==> src/rtl/fdmc_pkg.sv <==
// Shared types, constants and codes for the fuzzy DNA match counter.
package fdmc_pkg;

   localparam int MAX_PATTERN = 64;
   localparam int COUNT_WIDTH = 24;
   localparam int PLEN_W      = $clog2(MAX_PATTERN + 1);
   localparam int IDX_W       = (MAX_PATTERN > 1) ? $clog2(MAX_PATTERN) : 1;
   localparam int POS_W       = 24;
   localparam int DIST_W      = 17;
   localparam int TOL_W       = 16;
   localparam int OUT_W       = 24;
   localparam int NUM_SYM     = 4;
   localparam int CSR_ADDR_W  = 3;
   localparam int CSR_DATA_W  = 32;

   typedef enum logic [1:0] {
      KIND_PATTERN = 2'd0,
      KIND_TEXT    = 2'd1,
      KIND_END     = 2'd2
   } kind_type;

   typedef enum logic [0:0] {
      REG_TOLERANCE = 1'b0
   } reg_index_type;

   typedef enum logic [1:0] {
      ST_IDLE,
      ST_FLUSH,
      ST_RESP
   } state_type;

   typedef struct packed {
      logic pat_write;
      logic text_step;
      logic flush_step;
      logic finish;
   } cmd_type;

   typedef struct packed {
      logic flush_done;
   } status_type;

endpackage

==> src/rtl/fdmc_ctrl.sv <==
// Controller state machine: decodes items and sequences the end-of-text flush.
module fdmc_ctrl
   import fdmc_pkg::*;
(
   input  logic       clock,
   input  logic       reset,
   input  logic       req_valid,
   input  logic [1:0] req_kind,
   output logic       req_ready,
   output logic       rsp_valid,
   input  logic       rsp_ready,
   input  status_type status,
   output cmd_type    cmd
);

   state_type state_ff, state_in;

   always_ff @(posedge clock) begin
      if (reset) begin
         state_ff <= ST_IDLE;
      end else begin
         state_ff <= state_in;
      end
   end

   always_comb begin
      state_in  = state_ff;
      cmd       = '0;
      req_ready = 1'b0;
      rsp_valid = 1'b0;
      case (state_ff)
         ST_IDLE: begin
            req_ready = 1'b1;
            if (req_valid) begin
               case (kind_type'(req_kind))
                  KIND_PATTERN: cmd.pat_write = 1'b1;
                  KIND_TEXT:    cmd.text_step = 1'b1;
                  KIND_END:     state_in = ST_FLUSH;
                  default:      ;
               endcase
            end
         end
         ST_FLUSH: begin
            // Complete one pending position a cycle until the head catches up.
            if (status.flush_done) begin
               cmd.finish = 1'b1;
               state_in   = ST_RESP;
            end else begin
               cmd.flush_step = 1'b1;
            end
         end
         ST_RESP: begin
            rsp_valid = 1'b1;
            if (rsp_ready) begin
               state_in = ST_IDLE;
            end
         end
         default: state_in = ST_IDLE;
      endcase
   end

   a_no_overlap: assert property (@(posedge clock) disable iff (reset)
      !(req_ready && rsp_valid))
      else $error("input taken while a result is pending");

   a_end_starts_flush: assert property (@(posedge clock) disable iff (reset)
      (req_ready && req_valid && req_kind == KIND_END) |=> state_ff == ST_FLUSH)
      else $error("end of text did not start the flush");

   a_finish_gives_result: assert property (@(posedge clock) disable iff (reset)
      cmd.finish |=> rsp_valid)
      else $error("finished flush did not present a result");

endmodule

==> src/rtl/fdmc_datapath.sv <==
// Datapath: pattern masks, symbol distances, shift-and vector and counters.
module fdmc_datapath
   import fdmc_pkg::*;
(
   input  logic              clock,
   input  logic              reset,
   input  cmd_type           cmd,
   input  logic [1:0]        symbol,
   input  logic [TOL_W-1:0]  tolerance,
   output status_type        status,
   output logic [OUT_W-1:0]  match_count
);

   logic [MAX_PATTERN-1:0] mask_ff [NUM_SYM];
   logic [MAX_PATTERN-1:0] mask_in [NUM_SYM];
   logic [DIST_W-1:0]      dist_ff [NUM_SYM];
   logic [DIST_W-1:0]      dist_in [NUM_SYM];
   logic [MAX_PATTERN-1:0] mv_ff, mv_in, mv_next, near_mask;
   logic [PLEN_W-1:0]      plen_ff, plen_in, last_idx;
   logic [POS_W-1:0]       head_ff, head_in, tlen_ff, tlen_in;
   logic [COUNT_WIDTH-1:0] count_ff, count_in;
   logic [OUT_W-1:0]       out_ff, out_in;
   logic [OUT_W+COUNT_WIDTH-1:0] count_ext;
   logic [DIST_W-1:0]      span;
   logic                   complete, hit;

   assign span      = {1'b0, tolerance} << 1;
   assign last_idx  = plen_ff - PLEN_W'(1);
   assign count_ext = {{OUT_W{1'b0}}, count_ff};
   assign status.flush_done = (head_ff >= tlen_ff);
   assign match_count = out_ff;

   always_comb begin
      for (int c = 0; c < NUM_SYM; c++) begin
         mask_in[c] = mask_ff[c];
         dist_in[c] = dist_ff[c];
      end
      plen_in  = plen_ff;
      mv_in    = mv_ff;
      head_in  = head_ff;
      tlen_in  = tlen_ff;
      count_in = count_ff;
      out_in   = out_ff;
      complete = 1'b0;

      if (cmd.pat_write && (plen_ff < PLEN_W'(MAX_PATTERN))) begin
         mask_in[symbol][plen_ff[IDX_W-1:0]] = 1'b1;
         plen_in = plen_ff + PLEN_W'(1);
      end

      if (cmd.text_step || cmd.flush_step) begin
         for (int c = 0; c < NUM_SYM; c++) begin
            if (!(&dist_ff[c])) begin
               dist_in[c] = dist_ff[c] + DIST_W'(1);
            end
         end
      end
      if (cmd.text_step) begin
         dist_in[symbol] = '0;
         if (!(&tlen_ff)) begin
            tlen_in = tlen_ff + POS_W'(1);
         end
         // A position is complete once tolerance further symbols have arrived.
         complete = (tlen_ff >= POS_W'(tolerance));
      end
      if (cmd.flush_step) begin
         complete = 1'b1;
      end

      near_mask = '0;
      for (int c = 0; c < NUM_SYM; c++) begin
         if (dist_in[c] <= span) begin
            near_mask = near_mask | mask_ff[c];
         end
      end
      mv_next = ((mv_ff << 1) | MAX_PATTERN'(1)) & near_mask;
      hit = (plen_ff == '0) ? 1'b1 : mv_next[last_idx[IDX_W-1:0]];

      if (complete) begin
         mv_in = mv_next;
         if (hit && !(&count_ff)) begin
            count_in = count_ff + COUNT_WIDTH'(1);
         end
         if (!(&head_ff)) begin
            head_in = head_ff + POS_W'(1);
         end
      end

      if (cmd.finish) begin
         out_in = count_ext[OUT_W-1:0];
         for (int c = 0; c < NUM_SYM; c++) begin
            dist_in[c] = '1;
         end
         mv_in    = '0;
         head_in  = '0;
         tlen_in  = '0;
         count_in = '0;
      end
   end

   always_ff @(posedge clock) begin
      if (reset) begin
         for (int c = 0; c < NUM_SYM; c++) begin
            mask_ff[c] <= '0;
            dist_ff[c] <= '1;
         end
         plen_ff  <= '0;
         mv_ff    <= '0;
         head_ff  <= '0;
         tlen_ff  <= '0;
         count_ff <= '0;
      end else begin
         for (int c = 0; c < NUM_SYM; c++) begin
            mask_ff[c] <= mask_in[c];
            dist_ff[c] <= dist_in[c];
         end
         plen_ff  <= plen_in;
         mv_ff    <= mv_in;
         head_ff  <= head_in;
         tlen_ff  <= tlen_in;
         count_ff <= count_in;
      end
   end

   always_ff @(posedge clock) begin
      out_ff <= out_in;
   end

   a_head_behind_text: assert property (@(posedge clock) disable iff (reset)
      head_ff <= tlen_ff)
      else $error("completed positions ran ahead of received text");

endmodule

==> src/rtl/fuzzy_dna_match_counter_top.sv <==
// Top level of the fuzzy DNA match counter: register port and module wiring.
//
// Pattern symbols and text symbols are taken directly in the idle state. An
// end-of-text item starts the flush sequence, which completes one pending
// text position a cycle through the shift-and datapath (at most min(tolerance,
// text length) positions are pending) and then finishes. The count then
// sits in the output register until its transfer, and the next input item is
// taken in the cycle after. Tolerance lives at byte address 0.
module fuzzy_dna_match_counter_top
   import fdmc_pkg::*;
(
   input  logic                  clock,
   input  logic                  reset,
   input  logic                  req_valid,
   output logic                  req_ready,
   input  logic [1:0]            req_kind,
   input  logic [1:0]            req_symbol,
   output logic                  rsp_valid,
   input  logic                  rsp_ready,
   output logic [OUT_W-1:0]      rsp_match_count,
   input  logic                  psel,
   input  logic                  penable,
   input  logic                  pwrite,
   input  logic [CSR_ADDR_W-1:0] paddr,
   input  logic [CSR_DATA_W-1:0] pwdata,
   output logic [CSR_DATA_W-1:0] prdata,
   output logic                  pready
);

   logic [TOL_W-1:0] tol_ff, tol_in;
   logic             reg_hit;
   cmd_type          cmd;
   status_type       status;

   assign pready  = 1'b1;
   assign reg_hit = (reg_index_type'(paddr[CSR_ADDR_W-1]) == REG_TOLERANCE);
   assign prdata  = reg_hit ? {{(CSR_DATA_W - TOL_W){1'b0}}, tol_ff} : '0;

   always_comb begin
      tol_in = tol_ff;
      if (psel && penable && pwrite && pready && reg_hit) begin
         tol_in = pwdata[TOL_W-1:0];
      end
   end

   always_ff @(posedge clock) begin
      if (reset) begin
         tol_ff <= '0;
      end else begin
         tol_ff <= tol_in;
      end
   end

   fdmc_ctrl u_ctrl (
      .clock     (clock),
      .reset     (reset),
      .req_valid (req_valid),
      .req_kind  (req_kind),
      .req_ready (req_ready),
      .rsp_valid (rsp_valid),
      .rsp_ready (rsp_ready),
      .status    (status),
      .cmd       (cmd)
   );

   fdmc_datapath u_datapath (
      .clock       (clock),
      .reset       (reset),
      .cmd         (cmd),
      .symbol      (req_symbol),
      .tolerance   (tol_ff),
      .status      (status),
      .match_count (rsp_match_count)
   );

endmodule
==> config.mk <==
export PLATFORM = sky130hd
export DESIGN_NAME = fuzzy_dna_match_counter_top
export DESIGN_NICKNAME = d
export VERILOG_FILES = /design/src/rtl/fdmc_pkg.sv /design/src/rtl/fdmc_ctrl.sv /design/src/rtl/fdmc_datapath.sv /design/src/rtl/fuzzy_dna_match_counter_top.sv
export SDC_FILE = /design/constraint.sdc
export NUM_CORES = 1
export LEC_CHECK = 0
export BUFFER_PORTS_ARGS = -buffer_cell sky130_fd_sc_hd__buf_4
export CAP_MARGIN = 20
export CELL_PAD_IN_SITES_DETAIL_PLACEMENT = 1
export CELL_PAD_IN_SITES_GLOBAL_PLACEMENT = 2
export CORE_MARGIN = 2
export CORE_UTILIZATION = 38
export DETAILED_ROUTE_END_ITERATION = 16
export GPL_ROUTABILITY_DRIVEN = 0
export HOLD_SLACK_MARGIN = 0.05
export PLACE_DENSITY_LB_ADDON = 0.12
export SLEW_MARGIN = 40
export SYNTH_ARGS = -nofsm -noshare
export SYNTH_HDL_FRONTEND = slang
export SYNTH_SLANG_ARGS = --single-unit
==> constraint.sdc <==
create_clock -name clock -period 8.62 [get_ports clock]
set_input_delay 0.431 -clock clock [delete_from_list [all_inputs] [get_ports clock]]
set_output_delay 0.431 -clock clock [all_outputs]
set_load 0.05 [all_outputs]
==> reports/results.ini, run 1 <==
[status]
outcome = finished clean

[critical_path]
cp_slowest_cell = or4_1
reg2reg_to = u_datapath.count_ff[17]$_SDFFE_PP0P_
worstSetupStartpointType = register
ff2ff_path_depth = 32
critPathCaptureType = register
critical_path_class = register to register
r2r_setup_slack_ps = 590
crit_fanout = 32
arrival_ps = 8580
slowest_delay_ps = 560
cp_common_cell = buf_4
cp.required_ps = 9170
r2r_start = u_datapath.head_ff[0]$_SDFFE_PP0P_

[route]
drt_iter0_markers = 1307
first_pass_iters = 5
num_vias = 22000
drc = 0
ant_nets = 0
routed_wl_um = 84600
wl_per_cell_um = 21.7
vias_per_cell = 5.63

[clock_network]
cts.sinks = 508
tritoncts = done
htreeDepth = 2
cts.clk_slew.worst_paths_ps = 60
postCtsSetupRepairBufs = 0
worstSkewPairLatency_ps = 640
cts_resized = 0
ctsHoldBuffers = 8
cts-root-buf = clkbuf_16
cts_buffers = 58
clockBufferDepth = 3

[die]
coreArea_um2 = 63100
die_y_um = 257
initial_core_util_pct = 38.5
die_x_um = 257
num_rows = 92
pin_count = 105
die-area_um2 = 65900

[placed_design]
port-buffer-count = 69
dp_hpwl_um = 55400
pre_cts_ws_ps = 670
dpl_cell_area_um2 = 26300
placed_cells = 3785

[synthesis]
synth_top_family_by_area = simple AND/OR/NAND/NOR gates
synth.area.top_cells = dfxtp_1, nor2_1, a21oi_1
ys_seq_elements = 508
synth_mux_area_share_pct = 1.85
synthAdderAreaFrac_pct = 5.83
synth-main-ff-cell = dfxtp_1
synth_edf_count = 24
yosysTopAreaCellShare_pct = 39.9
ys_seq_area_share_pct = 42.9
yosys.area.top_type = dfxtp_1
syn_inst = 2923
ys_async_sr_fraction_pct = 0
yosys.cell_types.count = 93
synth.avg_cell_area_um2 = 8.30
yosysWarnings = 0
synth_xor_area_share_pct = 3.83
synth_compound_area_share_pct = 18.4
syn_area_um2 = 24300
yosys.area_share.simple_pct = 22.2

[sta]
max_freq_mhz = 125
setup_viol = 0
tightestPinTransition_ps = 785
hold_ws_ps = 76.2
hold_viol = 0
fin_crit_ps = 8030
fin_crit_sh_pct = 93.2
rsz0062_at_grt = no
clock_skew_ps = 37.3
drv_slew = 0
fin_tns_setup_ps = 0
slew_headroom_pct = 47.7
fin_ws_ps = 590

[cells_and_area]
fill_cells = 7429
final_common_cell = nor2_1
fin_cells = 3900
area_growth_pct = 17.2
post-route-util_pct = 45.1
final_cell_mix = nor2_1, dfxtp_1, a21oi_1
drive_gt1_share_pct = 12.0
diodes = 0
final_cell_area_um2 = 28400
nNetsFinal = 3167

[run]
drv_cap = 0

[min_path]
holdPathEnd = tol_ff[8]$_SDFFE_PP0P_
min_path_type = input port to register
hold_depth = 3
min_from = pwdata[8]

[global_routing]
antenna_found_initial = 0
grt_pass1_vias = 22900
grt_overflow = 0
grt_max_degree = 85
grt_first_pass_wirelength_um = 133000
grt_usage_pct = 25.4

[power_and_ir_drop]
power.total_mw = 5.84
p_per_area_nw_per_um2 = 206
p_leak_nw = 10.5
peakVddDrop_mv = 0.156

worst max-delay path by stage:
stage                                       startpoint                                   end  cells past startpoint
CTS                 u_datapath.head_ff[0]$_SDFFE_PP0P_  u_datapath.count_ff[17]$_SDFFE_PP0P_                     32
finish              u_datapath.head_ff[0]$_SDFFE_PP0P_  u_datapath.count_ff[17]$_SDFFE_PP0P_                     32
detailed placement  u_datapath.head_ff[0]$_SDFFE_PP0P_  u_datapath.count_ff[19]$_SDFFE_PP0P_                     32
global placement    u_datapath.head_ff[0]$_SDFFE_PP0P_   u_datapath.count_ff[3]$_SDFFE_PP0P_                     33
floorplan           u_datapath.head_ff[0]$_SDFFE_PP0P_  u_datapath.count_ff[21]$_SDFFE_PP0P_                     31
global route        u_datapath.head_ff[0]$_SDFFE_PP0P_  u_datapath.count_ff[17]$_SDFFE_PP0P_                     32
cell type report:
class / count / area, um2 / area share [%]
multi-input combinational: 2161 / 12900 / 45.2
sequential: 508 / 10400 / 36.6
timing repair buffer: 209 / 1810 / 6.38
clock buffer: 84 / 1730 / 6.10
tap: 846 / 1060 / 3.72
clock inverter: 22 / 293 / 1.03
inverter: 70 / 263 / 0.924
sequential cells by signal, indices dropped and copies added, names as in the netlist:
signal,flops
u_datapath.tlen_ff,24
u_datapath.plen_ff,7
tol_ff,16
u_datapath.mv_ff,63
u_datapath.dist_ff,68
u_datapath.count_ff,24
u_ctrl.state_ff,2
u_datapath.head_ff,24
u_datapath.mask_ff,256
u_datapath.match_count,24
cell usage after synthesis (all sizes together) (15+ instances only):
master,n
xor2,61
nor2,573
o21ai,96
nand4,58
a21o,19
and2,16
xnor2,45
inv,69
ha,113
nand2,196
a32oi,68
nor3,21
mux2i,38
or3,38
dfxtp,484
clkbuf,143
a31oi,15
a21boi,25
a21oi,368
and3,56
a22oi,16
buf,56
nand3,131
edfxtp,24
report_power, final:
part | leakage (nW) | switching (mW) | total (mW) | internal, mW
clock | 1.01 | 1.05 | 2.63 | 1.57
combinational | 5.41 | 0.496 | 0.768 | 0.272
sequential | 4.12 | 0.0414 | 2.45 | 2.41
total | 10.5 | 1.59 | 5.84 | 4.25
worst max-delay path: cells and delay by family (launching register included):
kind,cells,cell delay (ps)
flip-flops,1,400
multiplexers,1,210
AO/OA/AOI/OAI,10,3070
XOR/XNOR,1,200
adder cells (fa/ha/maj),2,460
AND/OR/NAND/NOR,11,2100
buffers and inverters,7,1470
routing by layer:
metal | up-vias | routed length, um | GRT usage, %
met1 | 11000 | 39800 | 34.2
met4 | 0 | 1800 | 6.38
li1 | 10500 | - | -
met5 | - | 0 | 0
met3 | 122 | 3110 | 3.06
met2 | 349 | 39900 | 43.0
cells by family after synthesis:
family                   count (synthesis)
AO/OA/AOI/OAI                          707
adder cells (fa/ha/maj)                113
AND/OR/NAND/NOR                       1177
XOR/XNOR                               106
flip-flops                             508
multiplexers                            41
buffers and inverters                  269
other                                    2
No activity file was read; power rests on OpenSTA's default activity.
==> run 2, diff against run 1 <==
Settings changed: CORE_UTILIZATION 38 to 41.
Clock period 8.62 ns to 9.87 ns, I/O delays scaled along.
==> run 2 against run 1 <==
Against the previous run:
- clock-buffer cell count rose by 4
- sequential share of layout area rose by 1.5 points
- combinational power fell by 18%
- first-iteration DRC count fell by 8.0%
- highest routed layer unchanged
==> reports/results.ini, run 2 (synthesized netlist as in run 1, its figures left out) <==
[status]
outcome = finished clean  ; unchanged

[power_and_ir_drop]
p_comb_share_pct = 13.0  ; was 13.1%
seqPwrFrac_pct = 44.0  ; was 41.9%
p_per_area_nw_per_um2 = 178  ; was 206 nW/um2
p_leak_nw = 9.95  ; was 10.5 nW
power_switching_share_pct = 27.7  ; was 27.2%
clock_power_share_pct = 43.0  ; was 45.0%
peakVddDrop_mv = 0.133  ; was 0.156 mV
p_int_mw = 3.51  ; was 4.25 mW
p_switching_mw = 1.35  ; was 1.59 mW

[sta]
setup_viol = 0  ; unchanged
fin_crit_ps = 8440  ; was 8030 ps
drv_slew = 0  ; unchanged
rsz0062_at_grt = no  ; unchanged
hold_viol = 0  ; unchanged
max_freq_mhz = 118  ; was 125 MHz
fin_crit_sh_pct = 85.5  ; was 93.2%
fin_tns_setup_ps = 0  ; unchanged
slew_headroom_pct = 36.6  ; was 47.7%
clock_skew_ps = 29.5  ; was 37.3 ps
tightestPinTransition_ps = 948  ; was 785 ps

[route]
drc = 0  ; unchanged
first_pass_iters = 6  ; was 5
wl_per_cell_um = 22.0  ; was 21.7 um
num_vias = 21800  ; was 22000
drt_iter0_markers = 1202  ; was 1307
vias_per_cell = 5.83  ; was 5.63
ant_nets = 0  ; unchanged
routed_wl_um = 82200  ; was 84600 um

[die]
initial_core_util_pct = 41.3  ; was 38.5%
die-area_um2 = 61100  ; was 65900 um2
die_x_um = 247  ; was 257 um
pin_count = 105  ; unchanged
num_rows = 89  ; was 92
die_y_um = 247  ; was 257 um
coreArea_um2 = 58800  ; was 63100 um2

[critical_path]
cp.required_ps = 10410  ; was 9170 ps
crit_fanout = 10  ; was 32
ff2ff_path_depth = 29  ; was 32
cp_slowest_cell = and2_1  ; was or4_1
reg2reg_to = u_datapath.count_ff[11]$_SDFFE_PP0P_  ; was u_datapath.count_ff[17]$_SDFFE_PP0P_
slowest_delay_ps = 580  ; was 560 ps
cp-startpoint = u_datapath.tlen_ff[21]$_SDFFE_PP0P_  ; was u_datapath.head_ff[0]$_SDFFE_PP0P_
r2r_start = u_datapath.tlen_ff[21]$_SDFFE_PP0P_  ; was u_datapath.head_ff[0]$_SDFFE_PP0P_
cp_common_cell = and2_1  ; was buf_4
critPathCaptureType = register  ; unchanged
worstSetupStartpointType = register  ; unchanged
endpoint = u_datapath.count_ff[11]$_SDFFE_PP0P_  ; was u_datapath.count_ff[17]$_SDFFE_PP0P_
r2r_setup_slack_ps = 1430  ; was 590 ps
arrival_ps = 8980  ; was 8580 ps
critical_path_class = register to register  ; unchanged

[cells_and_area]
drive_gt1_share_pct = 8.97  ; was 12.0%
final_common_cell = nor2_1  ; unchanged
nNetsFinal = 3083  ; was 3167
final_cell_mix = nor2_1, dfxtp_1, a21oi_1  ; unchanged
multi_input_area_um2 = 12800  ; was 12900 um2
final-seq-area_um2 = 10400  ; unchanged
final_cell_area_um2 = 27300  ; was 28400 um2
area_growth_pct = 12.4  ; was 17.2%
reg_top3 = u_datapath.mask_ff (256), u_datapath.dist_ff (68), u_datapath.mv_ff (63)  ; unchanged
largest_reg_flops = 256  ; unchanged
fill_cells = 6950  ; was 7429
largest-register = u_datapath.mask_ff  ; unchanged

[clock_network]
cts.sinks = 508  ; unchanged
worstSkewPairLatency_ps = 640  ; about the same
clockBufferDepth = 3  ; unchanged
postCtsSetupRepairBufs = 0  ; unchanged
tritoncts = done  ; unchanged
cts-root-buf = clkbuf_16  ; unchanged
cts.clk_slew.worst_paths_ps = 60  ; about the same
ctsHoldBuffers = 0  ; was 8
htreeDepth = 2  ; unchanged
cts_buffers = 57  ; was 58
cts_resized = 0  ; unchanged

[placed_design]
dpl_cell_area_um2 = 25500  ; was 26300 um2
dp_hpwl_um = 53500  ; was 55400 um
port-buffer-count = 69  ; unchanged

[global_routing]
grt_pass1_vias = 22600  ; was 22900
grt_overflow = 0  ; unchanged
grt_usage_pct = 26.8  ; was 25.4%
grt_first_pass_wirelength_um = 129000  ; was 133000 um
grt_max_degree = 115  ; was 85
antenna_found_initial = 0  ; unchanged

[min_path]
min_from = pwdata[9]  ; was pwdata[8]
min_path_type = input port to register  ; unchanged

[run]
drv_cap = 0  ; unchanged

run 2: how the worst min path moves through the flow:
stage	depth (start not counted)	slack, ps	endpoint
2_1_floorplan	0	420	u_datapath.match_count[4]$_DFFE_PP_
3_3_place_gp	2	440	u_datapath.mv_ff[26]$_SDFFE_PP0P_
3_5_place_dp	2	450	tol_ff[12]$_SDFFE_PP0P_
4_1_cts	3	90	tol_ff[10]$_SDFFE_PP0P_
5_1_grt	3	120	tol_ff[9]$_SDFFE_PP0P_
6_report	3	120	tol_ff[9]$_SDFFE_PP0P_
run 2: cell type report:
class	count	share of cell area (%)
Antenna cell	1	0.00917
Clock buffer	88	6.10
Clock inverter	11	0.482
Inverter	70	0.963
Multi-Input combinational cell	2161	47.0
Sequential cell	508	38.2
Tap cell	773	3.55
Timing Repair Buffer	126	3.75
run 2: power by group through the flow:
stage                     clock (mW)  sequential [mW]  combinational, mW
after global routing            2.22             2.14              0.700
after floorplan                    0             2.18              0.432
after CTS                       2.13             2.14              0.634
after global placement             0             2.18              0.603
final                           2.09             2.14              0.632
after detailed placement           0             2.18              0.629
run 2: per-layer routing:
layer,wire length (um),vias to the layer above,share of wire [%],GRT usage [%]
li1,-,10300,-,-
met1,36200,10900,44,33.7
met2,39700,461,48,46.2
met3,3360,158,4.1,3.35
met4,2900,0,3.5,10.7
met5,0,-,0,0
run 2: metrics by stage:
stage	util (%)	hold WS [ps]	worst slack, ps	power [mW]	instances
6_report	46.4	119	1430	4.86	3738
5_1_grt	46.4	116	881	5.06	3737
4_1_cts	46.4	85.4	1450	4.90	3737
3_5_place_dp	43.3	448	1490	2.81	3638
3_3_place_gp	43.2	437	1550	2.78	3638
2_1_floorplan	-	423	3130	2.61	2938
run 2: worst max-delay path, delay by kind of cell, from the launching register on:
| kind | cells | cell delay, ps |
|---|---|---|
| adders and majority gates | 2 | 610 |
| buffers and inverters | 3 | 540 |
| AOI/OAI and AO/OA | 10 | 3080 |
| DFF | 1 | 410 |
| and+or+nand+nor | 13 | 3510 |
| xor gates and xnor gates | 1 | 200 |
